`src/rtl/plr_pkg.sv`:
```
`timescale 1ns / 1ps
package plr_pkg;

  localparam int COORD_W   = 32;
  localparam int CHAIN_W   = 48;
  localparam int DIFF_W    = COORD_W + 1;
  localparam int MUL_W     = 34;
  localparam int PROD_W    = 2 * MUL_W;
  localparam int SQ_W      = 66;
  localparam int ROOT_W    = 33;
  localparam int T_W       = 33;
  localparam int DIV_LOW_W = 81;
  localparam int DIV_Q_W   = 33;
  localparam int DIV_CNT_W = 7;
  localparam int SQ_CNT_W  = 6;

  localparam logic [DIV_CNT_W-1:0] DIV_STEPS_LOC = DIV_CNT_W'(DIV_LOW_W);
  localparam logic [DIV_CNT_W-1:0] DIV_STEPS_T   = DIV_CNT_W'(32);
  localparam logic [SQ_CNT_W-1:0]  SQ_STEPS      = SQ_CNT_W'(ROOT_W);
  localparam logic [T_W-1:0]       T_ONE         = {1'b1, 32'h0};
  localparam logic [CHAIN_W-1:0]   CHAIN_MAX     = '1;

  typedef enum logic [1:0] {
    ACT_LOAD    = 2'd0,
    ACT_LOCATE  = 2'd1,
    ACT_NEAREST = 2'd2
  } plr_action_t;

  localparam logic [1:0] ST_OK   = 2'd0;
  localparam logic [1:0] ST_FULL = 2'd1;
  localparam logic [1:0] ST_SAT  = 2'd2;

  typedef enum logic [1:0] {
    CMD_LOAD,
    CMD_LOCATE,
    CMD_NEAREST,
    CMD_NONE
  } plr_cmd_kind_t;

  typedef struct packed {
    logic [1:0]                 action;
    logic                       start_new;
    logic signed [COORD_W-1:0]  coord_x;
    logic signed [COORD_W-1:0]  coord_y;
    logic [CHAIN_W-1:0]         query_chainage;
  } plr_in_t;

  typedef struct packed {
    logic signed [COORD_W-1:0]  point_x;
    logic signed [COORD_W-1:0]  point_y;
    logic [CHAIN_W-1:0]         chainage_out;
    logic [1:0]                 status;
  } plr_out_t;

  typedef struct packed {
    plr_cmd_kind_t              kind;
    logic                       start_new;
    logic signed [COORD_W-1:0]  x;
    logic signed [COORD_W-1:0]  y;
    logic [CHAIN_W-1:0]         qc;
  } plr_cmd_t;

endpackage

```
`src/rtl/plr_front.sv`:
```
`timescale 1ns / 1ps
// Accept input transactions, decode the action and queue commands for the back end.
module plr_front
  import plr_pkg::*;
(
  input  logic     clk,
  input  logic     rst_n,
  input  logic     in_valid,
  output logic     in_ready,
  input  plr_in_t  in_data,
  output logic     cmd_valid,
  input  logic     cmd_ready,
  output plr_cmd_t cmd_data
);

  plr_cmd_t   q_r [2];
  logic       wp_r;
  logic       rp_r;
  logic [1:0] cnt_r;
  logic [1:0] cnt_nxt;
  logic       push;
  logic       pop;
  plr_cmd_t   cls;

  always_comb begin
    cls.start_new = in_data.start_new;
    cls.x         = in_data.coord_x;
    cls.y         = in_data.coord_y;
    cls.qc        = in_data.query_chainage;
    unique case (in_data.action)
      ACT_LOAD:    cls.kind = CMD_LOAD;
      ACT_LOCATE:  cls.kind = CMD_LOCATE;
      ACT_NEAREST: cls.kind = CMD_NEAREST;
      default:     cls.kind = CMD_NONE;
    endcase
  end

  assign in_ready  = cnt_r != 2'd2;
  assign cmd_valid = cnt_r != 2'd0;
  assign cmd_data  = q_r[rp_r];
  assign push      = in_valid && in_ready;
  assign pop       = cmd_valid && cmd_ready;
  assign cnt_nxt   = cnt_r + {1'b0, push} - {1'b0, pop};

  always_ff @(posedge clk) begin
    if (push) begin
      q_r[wp_r] <= cls;
    end
  end

  always_ff @(posedge clk) begin
    if (!rst_n) begin
      wp_r  <= 1'b0;
      rp_r  <= 1'b0;
      cnt_r <= 2'd0;
    end else begin
      if (push) wp_r <= ~wp_r;
      if (pop) rp_r <= ~rp_r;
      cnt_r <= cnt_nxt;
    end
  end

endmodule

```
`config.mk`:
```
export PLATFORM = sky130hd
export DESIGN_NAME = plr_front
export DESIGN_NICKNAME = d
export VERILOG_FILES = /design/src/rtl/plr_pkg.sv /design/src/rtl/plr_front.sv
export SDC_FILE = /design/constraint.sdc
export NUM_CORES = 1
export LEC_CHECK = 0
export BUFFER_PORTS_ARGS = -buffer_cell sky130_fd_sc_hd__buf_2
export CORE_ASPECT_RATIO = 1.75
export CORE_UTILIZATION = 49
export DETAILED_ROUTE_END_ITERATION = 7
export GPL_TIMING_DRIVEN = 0
export MAX_ROUTING_LAYER = met4
export PLACE_DENSITY = 0.85
export SLEW_MARGIN = 40
export SYNTH_ARGS = -nofsm -noshare
export SYNTH_HDL_FRONTEND = slang
export SYNTH_SLANG_ARGS = --single-unit
```
`constraint.sdc`:
```
create_clock -name clk -period 7.9 [get_ports clk]
set_input_delay 0.79 -clock clk [delete_from_list [all_inputs] [get_ports clk]]
set_output_delay 0.79 -clock clk [all_outputs]
set_load 0.05 [all_outputs]
```
== Word level (Yosys, flattened, before mapping) ==
Memory sizes are Yosys's and may differ from the RTL's. A register that Yosys moved wholly into a read port is not among the register bits.
Cells that the tools add are included.
Widths: inputs -> output; s select.

* Word-level logic and storage cells: 20
* Memories: 1
* Flip-flop bits (word level): 4
* Bits in writable memories: 230
* Input bits: 119
* Output and inout port bits: 117

{| class="wikitable"
|+ Memory list
! name !! words !! bits a word !! read ports !! clocked after memory_dff !! wr ports !! line !! text
|-
| q_r || 2 || 115 || 1 || 1 || 1 || plr_front.sv:16 || <nowiki>plr_cmd_t q_r [2];</nowiki>
|}

* Equal/unequal tests: 3
* Bitwise operators: 2
* Muxes and demuxes: 5
* Reductions and logical operators: 4
* $add $sub $neg: 2

{| class="wikitable"
|+ Operator list
! kind !! count
|-
| $pmux 2 s3 || 1
|-
| $mux 1 || 4
|-
| $add 2x1->2 || 1
|-
| $eq 2x1->1 const B || 1
|-
| $eq 2x2->1 const B || 1
|-
| $logic_and 1x1->1 || 2
|-
| $logic_not 2->1 || 1
|-
| $ne 2x2->1 const B || 1
|-
| $not 1->1 || 2
|-
| $reduce_bool 2->1 || 1
|-
| $sub 2x1->2 || 1
|}

== Depth between registers and ports, before layout ==
Gate-level depths: netlist of the first run.

* Word-level depth: 4
* Depth in mapped cells: 8
* Mapped depth without buffers: 8

== Worst setup path before layout of the first run ==
Ideal clock, no wire load.

* Kind: register to register
* Start: reg cnt_r[0]
* End: mem q_r[0][0] in the netlist's numbering (enable)
* Cell stages (with the launch flop): 4
* Arrival time: 5813 ps
* Clock period less this slack: 6404 ps
* Required time: 7309 ps
* Slack: 1496 ps
* Path through: dfxtp_1 nand2b_1 nand2_1 nor2_1

* Longest elaborated chain between the ends: 4

{| class="wikitable"
|+ RTL lines
! what !! line !! text
|-
| from (decl) || plr_front.sv:19 || <nowiki>logic [1:0] cnt_r;</nowiki>
|-
| from (signal assigned) || plr_front.sv:59 || <nowiki>cnt_r <= cnt_nxt;</nowiki>
|-
| $ne 2x2->1 || plr_front.sv:38 || <nowiki>assign in_ready = cnt_r != 2'd2;</nowiki>
|-
| net in_ready || plr_front.sv:9 || <nowiki>output logic in_ready,</nowiki>
|-
| $logic_and 1x1->1 || plr_front.sv:41 || <nowiki>assign push = in_valid && in_ready;</nowiki>
|-
| $mux 1 || plr_front.sv:46 || <nowiki>if (push) begin</nowiki>
|-
| $mux 1 (implied by the code) || plr_front.sv:47 || <nowiki>q_r[wp_r] <= cls;</nowiki>
|-
| to (decl) || plr_front.sv:16 ||
|}

The timed path passes the listed nets, and every way through them passes these cells.

==> results by group, run 1 <==
STA
  – Final Hold Vio Count: 0
  – RSZ-0062 raised after global routing: no
  – PnR worst setup slack: 5250 ps
  – Post-Route Setup TNS: 0 ps
  – Min Hold Slack: 489 ps
  – Slew margin rel.: between 50% and 60%
  – Slew Limit Fails: 0
  – Fin crit period: around 2700 ps
  – Worst-Margin Slew: ~650 ps
  – Setup Skew: 12.8 ps
  – Fin crit share: 33.6%
  – Maximum clock frequency: about 380 MHz
  – Final Setup Violations: 0

Hold path
  – Worst Hold End: q_r[0][37]$_DFFE_PP_
  – Worst hold start: in_data[37]
  – Worst min path class: in2reg
  – Hold path depth: 1

Placed design
  – Port buffer count: 233
  – Dpl cells: 856
  – DPL Wire Length: around 12000 um
  – Pre-CTS setup slack: between 5000 and 6000 ps
  – GPL Wtd Cong: 0.780

Power and ir drop
  – Sw Share: a little over a third
  – Switch Pwr: 0.00145 W
  – Internal power: ~0.0026 W
  – P_leak: ~4.2 nW
  – Gate power share: a little over a third
  – Total power: approximately 0.004 W
  – Sequential power share: ~40%
  – Worst VDD drop: between 200 and 300 uV
  – PD cells: 367 mW/mm^2
  – Clock power share: 24.5%

Route
  – Drt first-iter violations: 150
  – # DRC: 0
  – Routed WL: around 17000 um
  – Vias per cell: approximately 5
  – Vias post-DR: 4408
  – First drt pass iteration count: 4
  – Post-route antenna net violation count: 0
  – Avg WL per Cell: around 18 um

Layout
  – Area growth syn-to-layout: 26.3%
  – Commonest non-fill, non-tap cell in the layout: buf_2
  – Share of layout cells above drive strength 1: 60.1%
  – Fin cells: 895
  – Commonest non-fill, non-tap cells in the layout: buf_2, edfxtp_1, mux2_2
  – Nets: a little under 800

Floorplanning
  – Die area: approximately 0.018 mm^2
  – Row count: 64
  – # IOs: approximately 240
  – Die H: approximately 180 um
  – Core region area: approximately 0.017 mm^2
  – Die X: around 100 um
  – Initial Util: between 50% and 60%

Setup path
  – Worst R2R Setup Slack: ~6000 ps
  – CP peak stage delay: ~330 ps
  – Reg-to-Reg Start: cnt_r[0]$_SDFF_PN0_
  – Most used cell, CP: buf_6
  – Critical Path Source Type: register
  – Slowest cell on crit path: dfxtp_1
  – Critical path, cell by cell: buf_6, buf_6, buf_6, mux2_4, buf_2
  – Crit Path Max Fanout: 10
  – Worst Path Arrival: about 1900 ps
  – FF-to-FF path depth: 5
  – CP required: a little over 7000 ps
  – Element type at the critical path end: output pin
  – RR Endpoint: q_r[0][76]$_DFFE_PP_
  – WS Path Type: reg2out

Synthesis
  – Synth Area in Compound Gates: less than 1%
  – Synthesized area per cell: approximately 23 um^2
  – Largest family of logic cells by synthesized area: multiplexers
  – Synth Instances: 384
  – Simple-gate share of the synthesized area: less than 1%
  – Yosys warnings: 0
  – Net Count, Synth: between 500 and 600
  – Cell variety after synth: 19
  – Post-synthesis adder-cell area fraction: less than 1%
  – Post-Synth XOR/XNOR Area: less than 1%
  – Sequential fraction of the synthesis area: 80.2%
  – Post-synthesis mux area share: ~17%
  – Register bit total from synthesis: 235
  – Mapped cell area: 0.00874 mm^2

Clocking
  – CTS buffer count: 21
  – Clk sinks: 235
  – H-Tree Depth: 1
  – Clk_lat worst skew: approximately 490 ps
  – Setup Buffers After CTS: 0
  – # hold bufs at CTS: 0
  – Post-cts resize count: 0
  – Clock slew at reported path FFs: approximately 60 ps
  – Clk buf depth: 3
  – TritonCTS clock tree: done
  – Clock root buffer master: clkbuf_16

Global route
  – First-pass GRT wire length: about 24000 um
  – Overflow after GRT: 0
  – Vias in the first global route: 4798
  – Initial antenna violation count: 2
  – Total GRT Usage: between 10% and 20%
  – Pin count of the biggest net entering global routing: 44

Job
  – Max_cap viols: 0

Status
  – Status: complete, no violations
## cell families (layout without fill, tap and decap cells)
logic type | after synthesis | in the layout
flip-flops | 235 | 235
multiplexers | 116 | 116
AND/OR/NAND/NOR | 11 | 11
buffers and inverters | 16 | 294
adder cells (fa/ha/maj) | 2 | 2
AO/OA/AOI/OAI | 1 | 1
XOR/XNOR | 3 | 3
other | 0 | 2
## synthesized netlist by cell type (all sizes together)
cell type | number | area share [%]
and2 | 2 | 0.14
and3 | 1 | 0.072
buf | 13 | 1.2
clkbuf | 2 | 0.086
dfxtp | 5 | 1.1
edfxtp | 230 | 79
ha | 2 | 0.29
inv | 1 | 0.043
mux2 | 115 | 17
mux2i | 1 | 0.11
nand2 | 2 | 0.086
nand2b | 2 | 0.14
nor2 | 1 | 0.043
nor2b | 2 | 0.14
o21a | 1 | 0.086
or2 | 1 | 0.072
xnor2 | 3 | 0.30
## stage by stage
stage | instance area [um^2] | util, %
after CTS | 11000 | 63.2
final | 11000 | 63.2
after global placement | 10200 | 58.4
after floorplan | 8740 | -
after detailed placement | 10400 | 59.4
after global routing | 11000 | 63.2
## area by class of cell
| cell class | instances | area, um^2 |
|---|---|---|
| Multi-Input combinational cell | 133 | 1630 |
| Clock buffer | 26 | 544 |
| Tap cell | 231 | 289 |
| Antenna cell | 2 | 5.00 |
| Fill cell | 1299 | 6420 |
| Inverter | 1 | 3.75 |
| Clock inverter | 11 | 123 |
| Sequential cell | 235 | 7010 |
| Timing Repair Buffer | 241 | 1320 |
| Buffer | 15 | 116 |
## power by group through the flow
| stage | registers (W) | logic (W) | clock network [W] |
|---|---|---|---|
| floorplan | 0.00165 | 0.00113 | 0 |
| CTS | 0.00161 | 0.00147 | 0.00102 |
| global placement | 0.00166 | 0.00139 | 0 |
| global route | 0.00162 | 0.00152 | 0.00106 |
| detailed placement | 0.00163 | 0.00146 | 0 |
| finish | 0.00161 | 0.00145 | 0.000992 |
## critical path: cells and delay by family, from the launching register on
family / cells / cell delay (ps)
multiplexers: 1 / 320
flip-flops: 1 / 330
buffers and inverters: 4 / 710
## registers in the layout, indices dropped and copies added (netlist names), named ones only
name / cells
cnt_r: 2
q_r: 230
rp_r: 1
wp_r: 1
## how the worst max path moves through the flow
stage | start | endpoint | slack, ps | cells after the start
final | register | cmd_data[95] | 5250 | 5
after global routing | register | cmd_data[95] | 5150 | 5
after CTS | register | cmd_data[95] | 5190 | 5
after detailed placement | in_valid | q_r[0][91]$_DFFE_PP_ | 5520 | 5
after global placement | in_valid | q_r[0][91]$_DFFE_PP_ | -500 | 3
after floorplan | cnt_r[0]$_SDFF_PN0_ | q_r[0][0]$_DFFE_PP_ | 1500 | 3
## routing by layer
layer  routed length, um  share of wire [%]  global-route usage, %
met1                5770                 35                   17.6
met2                9200                 56                   32.8
met3                 932                5.6                   3.16
met4                 619                3.7                   8.04
met5                   0                  0                      -
Power figures use the tool's default switching activity.
==> run 2, diff against run 1 <==
==> constraint.sdc (replaced) <==
create_clock -name clk -period 2.5 [get_ports clk]
set_input_delay 0.25 -clock clk [delete_from_list [all_inputs] [get_ports clk]]
set_output_delay 0.25 -clock clk [all_outputs]
set_load 0.05 [all_outputs]
==> run 2 against run 1 <==
  * Global-route usage grew 3.4 points
  * Sequential power rose to 3.2 times the previous value
  * Hold slack lost 430 ps
  * First-iteration DRC count up 47%
  * Clock power rose to 3.2 times the previous value
==> results by group, run 2 (synthesized netlist as in run 1, its figures left out) <==
STA
  – Fin crit share: a little under nine tenths
  – Worst-Margin Slew: 595 ps
  – RSZ-0062 raised after global routing: no
  – Final Hold Vio Count: 0
  – Setup Skew: around 7.9 ps
  – Slew margin rel.: about three fifths
  – Slew Limit Fails: 0
  – Maximum clock frequency: ~470 MHz
  – Fin crit period: about 2100 ps
  – Min Hold Slack: ~60 ps
  – Final Setup Violations: 0

Route
  – Vias per cell: roughly 5
  – Vias post-DR: 5019
  – Post-route antenna net violation count: 0
  – Avg WL per Cell: roughly 19 um
  – First drt pass iteration count: 6
  – Routed WL: ~19000 um
  – # DRC: 0
  – Drt first-iter violations: 221

Layout
  – Final Util: 70.2%
  – Commonest non-fill, non-tap cell in the layout: buf_2
  – Nets: slightly below 900
  – Reg with most FFs: q_r
  – Largest register FFs: 230
  – Top flop regs: q_r (230), cnt_r (2)
  – Share of layout cells above drive strength 1: a little over half
  – Final instance area: about 0.012 mm^2
  – Commonest non-fill, non-tap cells in the layout: buf_2, edfxtp_1, dlygate4sd3_1
  – Area growth syn-to-layout: 40.1%

Setup path
  – Worst Path Arrival: between 1500 and 2000 ps
  – Element type at the critical path end: output pin
  – CP required: between 2000 and 2500 ps
  – WS Path Type: reg2out
  – Crit Path Max Fanout: 10
  – Critical Path Source Type: register

Floorplanning
  – Core region area: 0.0175 mm^2
  – # IOs: ~240
  – Die area: around 0.018 mm^2
  – Die X: slightly above 100 um
  – Row count: 64
  – Initial Util: between 50% and 60%
  – Die H: around 180 um

Placed design
  – Port buffer count: 233
  – GPL Wtd Cong: ~0.73
  – Post-DP Area: ~0.010 mm^2
  – DPL Wire Length: about 12000 um

Power and ir drop
  – PD cells: approximately 1100 mW/mm^2
  – Worst VDD drop: ~890 uV
  – P_leak: between 4 and 5 nW

Hold path
  – Worst min path class: in2reg

Global route
  – Overflow after GRT: 0
  – Pin count of the biggest net entering global routing: 44
  – Initial antenna violation count: 1
  – Vias in the first global route: ~5600
  – Total GRT Usage: a little over a fifth
  – First-pass GRT wire length: around 28000 um

Job
  – Max_cap viols: 0

Clocking
  – Clk_lat worst skew: roughly 490 ps
  – Clk sinks: 235
  – Clock root buffer master: clkbuf_16
  – Clock slew at reported path FFs: around 70 ps
  – Clk buf depth: 3
  – Setup Buffers After CTS: 0
  – H-Tree Depth: 1
  – CTS buffer count: 20
  – TritonCTS clock tree: done

Status
  – Status: complete, no violations
## run 2: changes by cell type in the layout (fill, tap and decap cells not counted), sizes merged
cell and change:
clkbuf -5, inv +1, clkinv -1, dlygate4sd3 +115, clkinvlp +3, diode -1
## run 2: repair_timing
item                      CTS  global route
hold endpoints to repair  230             0
resized for setup           0             0
hold buffers              115             0
## run 2: where the power goes
part           internal [W]  switching [W]  total (W)
clock network       0.00184        0.00131    0.00316
logic               0.00159        0.00325    0.00484
registers           0.00494       0.000151    0.00509
## run 2: through the flow
stage,total power [W],cells,setup WS [ps],setup TNS (ps)
after detailed placement,0.00983,856,704,0
after CTS,0.0131,1006,289,0
after global routing,0.0135,1007,278,0
after floorplan,0.00874,384,-281,-32300
final,0.0131,1007,362,0
after global placement,0.00959,848,-808,-135500
## run 2: critical path, stage by stage, from the launching register on
cell and delay, ps:
dfxtp_1 330, buf_6 140, buf_6 180, buf_6 200, mux2_4 320, buf_2 210
## run 2: per-layer routing
| layer | wire [um] | up-vias | track usage [%] |
|---|---|---|---|
| met2 | 11000 | 212 | 39.8 |
| li1 | - | 2282 | - |
| met5 | 0 | - | - |
| met3 | 902 | 74 | 3.43 |
| met1 | 6220 | 2451 | 19.9 |
| met4 | 945 | 0 | 11.0 |
## run 2: path summary, 6_finish.rpt
kind / start / endpoint / slack [ps] / depth (start not counted)
setup / recovery: register / cmd_data[86] / 360 / 5
hold / removal: rst_n / cnt_r[0]$_SDFF_PN0_ / 60 / 2
setup reg to reg: cnt_r[0]$_SDFF_PN0_ / q_r[0][74]$_DFFE_PP_ / 670 / 6
hold reg to reg: wp_r$_SDFFE_PN0N_ / wp_r$_SDFFE_PN0N_ / 560 / 2
## run 2: cell type report
type | instances | area, um^2
sequential | 235 | 7010
fill | 1092 | 5210
timing repair buffer | 356 | 2510
multi-input combinational | 133 | 1640
clock buffer | 21 | 526
tap | 231 | 289
clock inverter | 14 | 153
buffer | 15 | 116
inverter | 1 | 3.75
antenna | 1 | 2.50
